### src/rtl/shdi_pkg.sv
// Shared types and constants for the sample history derivative/integral core.
// No dependencies; imported by every module of the block.
package shdi_pkg;

  // Field widths
  localparam int SAMPLE_W = 16;
  localparam int SECS_W   = 16;
  localparam int RESULT_W = 30;

  // Default history depth (legal range 5 to 17; deeper histories overflow the 30-bit integral)
  localparam int DEFAULT_HISTORY_DEPTH = 16;

  // Derivative needs five seconds of data
  localparam logic [SECS_W-1:0] DERIV_MIN_SECONDS = 16'd5;

  // Five-point backward difference coefficients, scaled by 1000
  localparam logic signed [RESULT_W-1:0] COEF_D0 = 30'sd2083;
  localparam logic signed [RESULT_W-1:0] COEF_D1 = 30'sd4000;
  localparam logic signed [RESULT_W-1:0] COEF_D2 = 30'sd3000;
  localparam logic signed [RESULT_W-1:0] COEF_D3 = 30'sd1333;
  localparam logic signed [RESULT_W-1:0] COEF_D4 = 30'sd250;

  // Trapezoid weights, scaled by 1000
  localparam logic signed [RESULT_W-1:0] COEF_FULL = 30'sd1000;
  localparam logic signed [RESULT_W-1:0] COEF_HALF = 30'sd500;

  // Slots in the queue between front and back
  localparam int DEFAULT_QUEUE_DEPTH = 4;

  // One classified request as handed from front to back
  typedef struct packed {
    logic signed [SAMPLE_W-1:0] h0;
    logic signed [SAMPLE_W-1:0] h1;
    logic signed [SAMPLE_W-1:0] h2;
    logic signed [SAMPLE_W-1:0] h3;
    logic signed [SAMPLE_W-1:0] h4;
    logic signed [SAMPLE_W-1:0] h_last;
    logic signed [RESULT_W-1:0] hist_sum;
    logic                       deriv_en;
    logic                       integ_en;
  } shdi_entry_t;

endpackage

### src/rtl/shdi_front.sv
// Front end: holds the sample history and its running sum, classifies gating.
// Depends on shdi_pkg.
module shdi_front import shdi_pkg::*; #(
  parameter int HISTORY_DEPTH = DEFAULT_HISTORY_DEPTH
) (
  input  logic                       clk,
  input  logic                       rst_n,
  input  logic                       push,
  input  logic signed [SAMPLE_W-1:0] sample,
  input  logic [SECS_W-1:0]          seconds_since_epoch,
  output shdi_entry_t                entry
);

  localparam int SUM_W = SAMPLE_W + $clog2(HISTORY_DEPTH) + 1;
  localparam logic [SECS_W-1:0] INTEG_MIN_SECONDS = SECS_W'(HISTORY_DEPTH);

  logic signed [SAMPLE_W-1:0] hist_r [HISTORY_DEPTH];
  logic signed [SUM_W-1:0]    sum_r;
  logic signed [SUM_W-1:0]    sum_nxt;
  logic signed [SUM_W-1:0]    sample_x;
  logic signed [SUM_W-1:0]    oldest_x;

  // Running sum of all entries: add the new sample, drop the oldest
  always_comb begin
    sample_x = {{(SUM_W-SAMPLE_W){sample[SAMPLE_W-1]}}, sample};
    oldest_x = {{(SUM_W-SAMPLE_W){hist_r[HISTORY_DEPTH-1][SAMPLE_W-1]}},
                hist_r[HISTORY_DEPTH-1]};
    sum_nxt  = sum_r + sample_x - oldest_x;
  end

  // History shift line, newest at index 0
  always_ff @(posedge clk) begin
    if (!rst_n) begin
      for (int i = 0; i < HISTORY_DEPTH; i++) hist_r[i] <= '0;
      sum_r <= '0;
    end else if (push) begin
      hist_r[0] <= sample;
      for (int i = 1; i < HISTORY_DEPTH; i++) hist_r[i] <= hist_r[i-1];
      sum_r <= sum_nxt;
    end
  end

  // Request built from the history as it will stand after this push
  always_comb begin
    entry.h0       = sample;
    entry.h1       = hist_r[0];
    entry.h2       = hist_r[1];
    entry.h3       = hist_r[2];
    entry.h4       = hist_r[3];
    entry.h_last   = hist_r[HISTORY_DEPTH-2];
    entry.hist_sum = {{(RESULT_W-SUM_W){sum_nxt[SUM_W-1]}}, sum_nxt};
    entry.deriv_en = (seconds_since_epoch >= DERIV_MIN_SECONDS);
    entry.integ_en = (seconds_since_epoch >= INTEG_MIN_SECONDS);
  end

endmodule

### src/rtl/shdi_queue.sv
// Small FIFO of classified requests between front and back.
// Depends on shdi_pkg.
module shdi_queue import shdi_pkg::*; #(
  parameter int QUEUE_DEPTH = DEFAULT_QUEUE_DEPTH
) (
  input  logic        clk,
  input  logic        rst_n,
  input  logic        push,
  input  shdi_entry_t push_entry,
  input  logic        pop,
  output logic        full,
  output logic        not_empty,
  output shdi_entry_t head
);

  localparam int PTR_W = (QUEUE_DEPTH > 1) ? $clog2(QUEUE_DEPTH) : 1;
  localparam int CNT_W = $clog2(QUEUE_DEPTH + 1);

  shdi_entry_t       slot_r [QUEUE_DEPTH];
  logic [PTR_W-1:0]  wr_ptr_r;
  logic [PTR_W-1:0]  rd_ptr_r;
  logic [CNT_W-1:0]  count_r;
  logic [CNT_W-1:0]  count_nxt;

  assign full      = (count_r == CNT_W'(QUEUE_DEPTH));
  assign not_empty = (count_r != '0);
  assign head      = slot_r[rd_ptr_r];

  // Occupancy tracking
  always_comb begin
    count_nxt = count_r;
    if (push && !pop) count_nxt = count_r + 1'b1;
    else if (pop && !push) count_nxt = count_r - 1'b1;
  end

  // Pointers and count
  always_ff @(posedge clk) begin
    if (!rst_n) begin
      wr_ptr_r <= '0;
      rd_ptr_r <= '0;
      count_r  <= '0;
    end else begin
      if (push) begin
        wr_ptr_r <= (wr_ptr_r == PTR_W'(QUEUE_DEPTH - 1)) ? '0 : wr_ptr_r + 1'b1;
      end
      if (pop) begin
        rd_ptr_r <= (rd_ptr_r == PTR_W'(QUEUE_DEPTH - 1)) ? '0 : rd_ptr_r + 1'b1;
      end
      count_r <= count_nxt;
    end
  end

  // Payload slots
  always_ff @(posedge clk) begin
    if (push) slot_r[wr_ptr_r] <= push_entry;
  end

endmodule

### src/rtl/shdi_back.sv
// Back end: constant-coefficient products, then sums, gating and output register.
// Depends on shdi_pkg.
module shdi_back import shdi_pkg::*; (
  input  logic                       clk,
  input  logic                       rst_n,
  input  logic                       q_not_empty,
  input  shdi_entry_t                q_head,
  output logic                       q_pop,
  output logic                       out_valid,
  input  logic                       out_stall,
  output logic signed [RESULT_W-1:0] out_derivative,
  output logic signed [RESULT_W-1:0] out_integral
);

  logic advance;

  logic signed [RESULT_W-1:0] x0, x1, x2, x3, x4, x_ends;

  // Product stage
  logic                       s1_valid_r;
  logic signed [RESULT_W-1:0] p0_r, p1_r, p2_r, p3_r, p4_r;
  logic signed [RESULT_W-1:0] p_full_r, p_ends_r;
  logic                       deriv_en_r, integ_en_r;

  // Output stage
  logic                       out_valid_r;
  logic signed [RESULT_W-1:0] deriv_r, deriv_nxt;
  logic signed [RESULT_W-1:0] integ_r, integ_nxt;

  // Pipeline moves whenever the output register is free or being taken
  assign advance = !out_valid_r || !out_stall;
  assign q_pop   = advance && q_not_empty;

  // Sign-extend history taps to result width
  always_comb begin
    x0 = {{(RESULT_W-SAMPLE_W){q_head.h0[SAMPLE_W-1]}}, q_head.h0};
    x1 = {{(RESULT_W-SAMPLE_W){q_head.h1[SAMPLE_W-1]}}, q_head.h1};
    x2 = {{(RESULT_W-SAMPLE_W){q_head.h2[SAMPLE_W-1]}}, q_head.h2};
    x3 = {{(RESULT_W-SAMPLE_W){q_head.h3[SAMPLE_W-1]}}, q_head.h3};
    x4 = {{(RESULT_W-SAMPLE_W){q_head.h4[SAMPLE_W-1]}}, q_head.h4};
    x_ends = x0 + {{(RESULT_W-SAMPLE_W){q_head.h_last[SAMPLE_W-1]}}, q_head.h_last};
  end

  always_ff @(posedge clk) begin
    if (!rst_n) begin
      s1_valid_r <= 1'b0;
    end else if (advance) begin
      s1_valid_r <= q_not_empty;
    end
  end

  always_ff @(posedge clk) begin
    if (q_pop) begin
      p0_r       <= x0 * COEF_D0;
      p1_r       <= x1 * COEF_D1;
      p2_r       <= x2 * COEF_D2;
      p3_r       <= x3 * COEF_D3;
      p4_r       <= x4 * COEF_D4;
      p_full_r   <= q_head.hist_sum * COEF_FULL;
      p_ends_r   <= x_ends * COEF_HALF;
      deriv_en_r <= q_head.deriv_en;
      integ_en_r <= q_head.integ_en;
    end
  end

  // Sums with gating; integral is 1000*sum minus 500*(newest + oldest)
  always_comb begin
    deriv_nxt = deriv_en_r ? (p0_r - p1_r + p2_r - p3_r + p4_r) : '0;
    integ_nxt = integ_en_r ? (p_full_r - p_ends_r) : '0;
  end

  always_ff @(posedge clk) begin
    if (!rst_n) begin
      out_valid_r <= 1'b0;
    end else if (advance) begin
      out_valid_r <= s1_valid_r;
    end
  end

  always_ff @(posedge clk) begin
    if (advance && s1_valid_r) begin
      deriv_r <= deriv_nxt;
      integ_r <= integ_nxt;
    end
  end

  assign out_valid      = out_valid_r;
  assign out_derivative = deriv_r;
  assign out_integral   = integ_r;

endmodule

### src/rtl/sample_history_derivative_integral_core.sv
// Sample history derivative/integral core: top level.
// Depends on shdi_pkg, shdi_front, shdi_queue and shdi_back.
//
// Each accepted request pushes a signed 16-bit sample into a history of
// HISTORY_DEPTH entries and yields one result: a five-point backward difference
// scaled by 1000 (zero while seconds_since_epoch < 5) and the trapezoid
// integral of the whole history scaled by 1000 (zero while seconds_since_epoch
// < HISTORY_DEPTH). The block takes one request per clock cycle while its
// queue is not full; an accepted request passes through a queue slot, the
// product stage and the output register on its way to the output. The integral
// comes from a running sum that the front updates on every push, so its cost
// does not grow with the depth. A four-slot queue between front and back absorbs
// output stalls; in_stall rises only when that queue is full.
module sample_history_derivative_integral_core import shdi_pkg::*; #(
  parameter int HISTORY_DEPTH = DEFAULT_HISTORY_DEPTH,
  parameter int QUEUE_DEPTH   = DEFAULT_QUEUE_DEPTH
) (
  input  logic                       clk,
  input  logic                       rst_n,
  input  logic                       in_valid,
  output logic                       in_stall,
  input  logic signed [SAMPLE_W-1:0] in_sample,
  input  logic [SECS_W-1:0]          in_seconds_since_epoch,
  output logic                       out_valid,
  input  logic                       out_stall,
  output logic signed [RESULT_W-1:0] out_derivative,
  output logic signed [RESULT_W-1:0] out_integral
);

  logic        push;
  logic        q_full;
  logic        q_not_empty;
  logic        q_pop;
  shdi_entry_t push_entry;
  shdi_entry_t q_head;

  assign in_stall = q_full;
  assign push     = in_valid && !q_full;

  shdi_front #(
    .HISTORY_DEPTH(HISTORY_DEPTH)
  ) u_front (
    .clk                 (clk),
    .rst_n               (rst_n),
    .push                (push),
    .sample              (in_sample),
    .seconds_since_epoch (in_seconds_since_epoch),
    .entry               (push_entry)
  );

  shdi_queue #(
    .QUEUE_DEPTH(QUEUE_DEPTH)
  ) u_queue (
    .clk        (clk),
    .rst_n      (rst_n),
    .push       (push),
    .push_entry (push_entry),
    .pop        (q_pop),
    .full       (q_full),
    .not_empty  (q_not_empty),
    .head       (q_head)
  );

  shdi_back u_back (
    .clk            (clk),
    .rst_n          (rst_n),
    .q_not_empty    (q_not_empty),
    .q_head         (q_head),
    .q_pop          (q_pop),
    .out_valid      (out_valid),
    .out_stall      (out_stall),
    .out_derivative (out_derivative),
    .out_integral   (out_integral)
  );

endmodule

### config.mk
export PLATFORM = sky130hd
export DESIGN_NAME = sample_history_derivative_integral_core
export DESIGN_NICKNAME = d
export VERILOG_FILES = /design/src/rtl/shdi_pkg.sv /design/src/rtl/shdi_front.sv /design/src/rtl/shdi_queue.sv /design/src/rtl/shdi_back.sv /design/src/rtl/sample_history_derivative_integral_core.sv
export SDC_FILE = /design/constraint.sdc
export NUM_CORES = 2
export LEC_CHECK = 0
export BUFFER_PORTS_ARGS = -buffer_cell sky130_fd_sc_hd__buf_4
export CORE_MARGIN = 2
export CORE_UTILIZATION = 35
export DETAILED_ROUTE_END_ITERATION = 10
export PLACE_DENSITY = 0.6
export SETUP_SLACK_MARGIN = 0.2
export SYNTH_ARGS = -nofsm -noshare
export SYNTH_HDL_FRONTEND = slang
export SYNTH_SLANG_ARGS = --single-unit
### constraint.sdc
create_clock -name clk -period 9.3 [get_ports clk]
set_input_delay 0.465 -clock clk [delete_from_list [all_inputs] [get_ports clk]]
set_output_delay 0.465 -clock clk [all_outputs]
set_load 0.01 [all_outputs]
==> metrics.md <==
| Metric | Value |
|---|---|
| Status | completed |
| Inst Count DP | 7,126 |
| DP Area | 0.0673 mm^2 |
| Worst path required time | 9.74 ns |
| Max stage delay on crit path | 0.63 ns |
| Drt first-iter violations | around 2,600 |
| Drt first pass iters | 5 |
| CP endpoint kind | register |
| H-tree depth | 3 |
| Final setup violation count | 0 |
| Worst Hold Class | input port to register |
| Most Frequent Cell on Critical Path | a21o_1 |
| Post-Synthesis Cell Area | between 0.06 and 0.07 mm^2 |
| CTS tree | done |
| Die Width | roughly 430 um |
| Final HPWL DP | ~100 mm |
| Reg-to-Reg End | u_back.p_ends_r[27] |
| Total gr overflow | 0 |
| Final min period | 8.07 ns |
| FMAX | between 100 and 150 MHz |
| Final TNS setup | 0 ns |
| Flops & latches, synth | ~1,000 |
| Final WL | roughly 140 mm |
| Drt drc | 0 |
| Final ANT Viol Nets | 0 |
| Gpl congestion | 0.858 |
| Yosys top cell area share | between 40% and 50% |
| Worst Path Class, Setup | register to register |
| Final Max Tran Viols | 0 |
| Die Height | roughly 430 um |
| Starting Density | 35.2% |
| CP startpoint kind | register |
| Maximum number of pins on one net before global-route repair | 152 |
| I/O Buffers | 95 |
| RSZ-0062 raised after global routing | false |
| Cells after Synth | 4,730 |
| Primary FF master, synth | edfxtp_1 |
| Final core occ | 39.3% |
| Worst Hold Path Cells | 1 |
| Via density | 4.90 |
| Setup Skew | between 0.09 and 0.1 ns |
| CTS clk-pin slew, worst paths | 0.06 ns |
| Least-Margin Pin Slew | 1.23 ns |
| Die ar. | 0.186 mm^2 |
| First-pass GRT wire length | 216 mm |
| Slew headroom | 18.3% |
| Sequential share of the synthesized area | 47.1% |
| Hold path endpoint | u_queue.slot_r[2][112] |
| Asr flop ratio synth | 0% |
| Synth area leaders | edfxtp_1, fa_1, ha_1, inv_1, mux4_2 |
| Finished Cell Area | 0.0710 mm^2 |
| Yosys warning total | 0 |
| Resized Gates After CTS | 0 |
| Finished Layout Cells | 7,352 |
| Crit-path max FO | 16 |
| Via count | approximately 36,000 |
| Tot GR Track Use | between 10 and 15% |
| Nets | 6,018 |
| CP max stage cell | mux4_2 |
| Clock Path Buffers | 3 |
| Post-synth top area cell | edfxtp_1 |
| Hold Crit Start | in_sample[0] |
| Layout cell share with drive strength beyond 1 | approximately 8.6% |
| Hold Fails Final Rpt | 0 |
| Per-cell routed wire length | 18.8 um |
| Clk root buf | clkbuf_16 |
| Mapped Avg Cell Area | 13.5 um^2 |
| CTS Buf Count | 108 |
| Fin crit share | 86.8% |
| Core Area | ~0.18 mm^2 |
| Arr. time, crit path | 8.51 ns |
| Clock Latency Late Sink | ~0.76 ns |
| Max cap viols | 0 |
| Area growth syn-to-layout | 11.4% |
| Flop2flop setup slack | 1.23 ns |
| Clock sinks | 1,010 |
| Initial antenna violation count | 18 |
| Vias in the first global route | 36,900 |
| Cell Rows | 156 |
| Worst r2r path cells | 28 |
| Post-synth EDFFs | around 980 |
| Unique masters post-synth | 76 |
| Io pins | 98 |
[repair_timing]
| action | in CTS | in global routing |
|---|---|---|
| hold buffers | 15 | 0 |
| setup buffers | 0 | 0 |
| hold endpoints to repair | 57 | 0 |
[layout by cell type (no fill, tap or decap), types with 7 or more instances in the layout]
cell / synthesis / layout
a211oi_1: 24 / 24
a21o_1: 81 / 81
a21oi_1: 176 / 176
a31oi_1: 15 / 15
and2_1: 136 / 131
and3_1: 162 / 162
buf_4: 2 / 113
bufinv_16: 0 / 7
clkbuf_1: 77 / 22
clkbuf_16: 0 / 108
clkinv_1: 1 / 26
clkinv_2: 0 / 17
dfxtp_1: 32 / 30
diode_2: 0 / 8
dlygate4sd3_1: 0 / 15
edfxtp_1: 978 / 978
fa_1: 499 / 499
ha_1: 602 / 602
inv_1: 754 / 752
inv_6: 0 / 7
mux2i_1: 11 / 11
mux4_2: 119 / 119
nand2_1: 148 / 147
nand2b_1: 28 / 27
nand3_1: 36 / 36
nand4_1: 17 / 17
nor2_1: 150 / 150
nor2b_1: 32 / 32
nor3_1: 61 / 61
nor4_1: 14 / 14
o2111ai_1: 7 / 7
o211ai_1: 15 / 15
o21a_1: 34 / 34
o21ai_0: 94 / 94
o21bai_1: 20 / 20
o31a_1: 8 / 8
o31ai_1: 10 / 10
or3_1: 14 / 14
xnor2_1: 183 / 183
xor2_1: 71 / 71
[synthesized netlist by cell type (5+ instances only)]
master / number
a221oi_1: 5
nand2_1: 148
ha_1: 602
nor2_1: 150
or3_1: 14
xnor2_1: 183
dfxtp_1: 32
a21o_1: 81
nor4_1: 14
and2_1: 136
clkbuf_1: 77
nor3_1: 61
o31ai_1: 10
a211oi_1: 24
a21oi_1: 176
nor2b_1: 32
nor3b_1: 5
a31oi_1: 15
edfxtp_1: 978
o21bai_1: 20
and3_1: 162
a211o_1: 6
o21ai_0: 94
nand2b_1: 28
o21ai_1: 6
o31a_1: 8
a311oi_1: 5
mux2i_1: 11
mux4_2: 119
o211ai_1: 15
o21a_1: 34
o2111ai_1: 7
buf_2: 12
nand4_1: 17
fa_1: 499
nand3_1: 36
inv_1: 754
xor2_1: 71
[logic make-up after synthesis]
family                   after synthesis  share of synthesized area, %
AO/OA/AOI/OAI                        565                          5.83
multiplexers                         131                          4.39
adder cells (fa/ha/maj)             1101                          27.5
XOR/XNOR                             254                          3.49
flip-flops                          1010                          47.1
other                                  1                       0.00588
AND/OR/NAND/NOR                      818                          6.71
buffers and inverters                850                          5.04
[sequential cells by signal (all words and copies together), names as in the netlist, 2 cells and up, named ones only]
name	count
u_back.p3_r	28
u_queue.count_r	3
u_queue.wr_ptr_r	2
u_back.out_derivative	30
u_queue.slot_r	476
u_back.out_integral	28
u_queue.rd_ptr_r	2
u_back.p0_r	29
u_front.sum_r	21
u_back.p1_r	24
u_back.p2_r	26
u_back.p_ends_r	28
u_back.p_full_r	27
u_back.p4_r	24
u_front.hist_r	256
[critical path: cells and delay by family, from the launching register on]
family | cells | cell delay (ns)
flip-flops | 1 | 0.55
AND/OR/NAND/NOR | 4 | 0.74
buffers and inverters | 2 | 0.10
XOR/XNOR | 2 | 0.73
AO/OA/AOI/OAI | 12 | 2.46
adder cells (fa/ha/maj) | 7 | 2.56
multiplexers | 1 | 0.63
[per-layer routing]
metal	track usage, %	share of wire (%)	vias to the layer above
met5	0	0.0072	-
met2	23.9	46	680
met1	21.7	47	18300
li1	-	-	16900
met3	1.95	4.6	161
met4	3.64	1.9	2
[metrics by stage]
step           setup slack, ns  hold WS [ns]
3_5_place_dp              1.19         0.448
4_1_cts                   1.15        0.0293
3_3_place_gp              1.19         0.444
5_1_grt                  0.572        0.0464
2_1_floorplan            0.917         0.436
6_report                  1.23        0.0829
[cell type report]
cell class	count	area, um^2
flip-flops and latches	1010	30000
fillers	16900	110000
multi-input cells	2873	30600
diodes	8	20.0
well taps	2370	2970
clock buffers	130	2790
clock inverters	73	723
repair buffers	133	1090
inverters	755	2840
[worst max-delay path by stage]
stage	start	to	slack (ns)	depth (start not counted)
2_1_floorplan	register	u_back.p_ends_r[27]	0.92	32
3_3_place_gp	register	u_back.p_ends_r[27]	1.19	28
3_5_place_dp	register	u_back.p_ends_r[27]	1.19	28
4_1_cts	register	u_back.p_ends_r[27]	1.15	28
5_1_grt	register	u_back.p_ends_r[27]	0.57	28
6_report	register	u_back.p_ends_r[27]	1.23	28
Power is not shown: default switching activity piles up to over one toggle a cycle in this logic, so the estimate is an artifact.
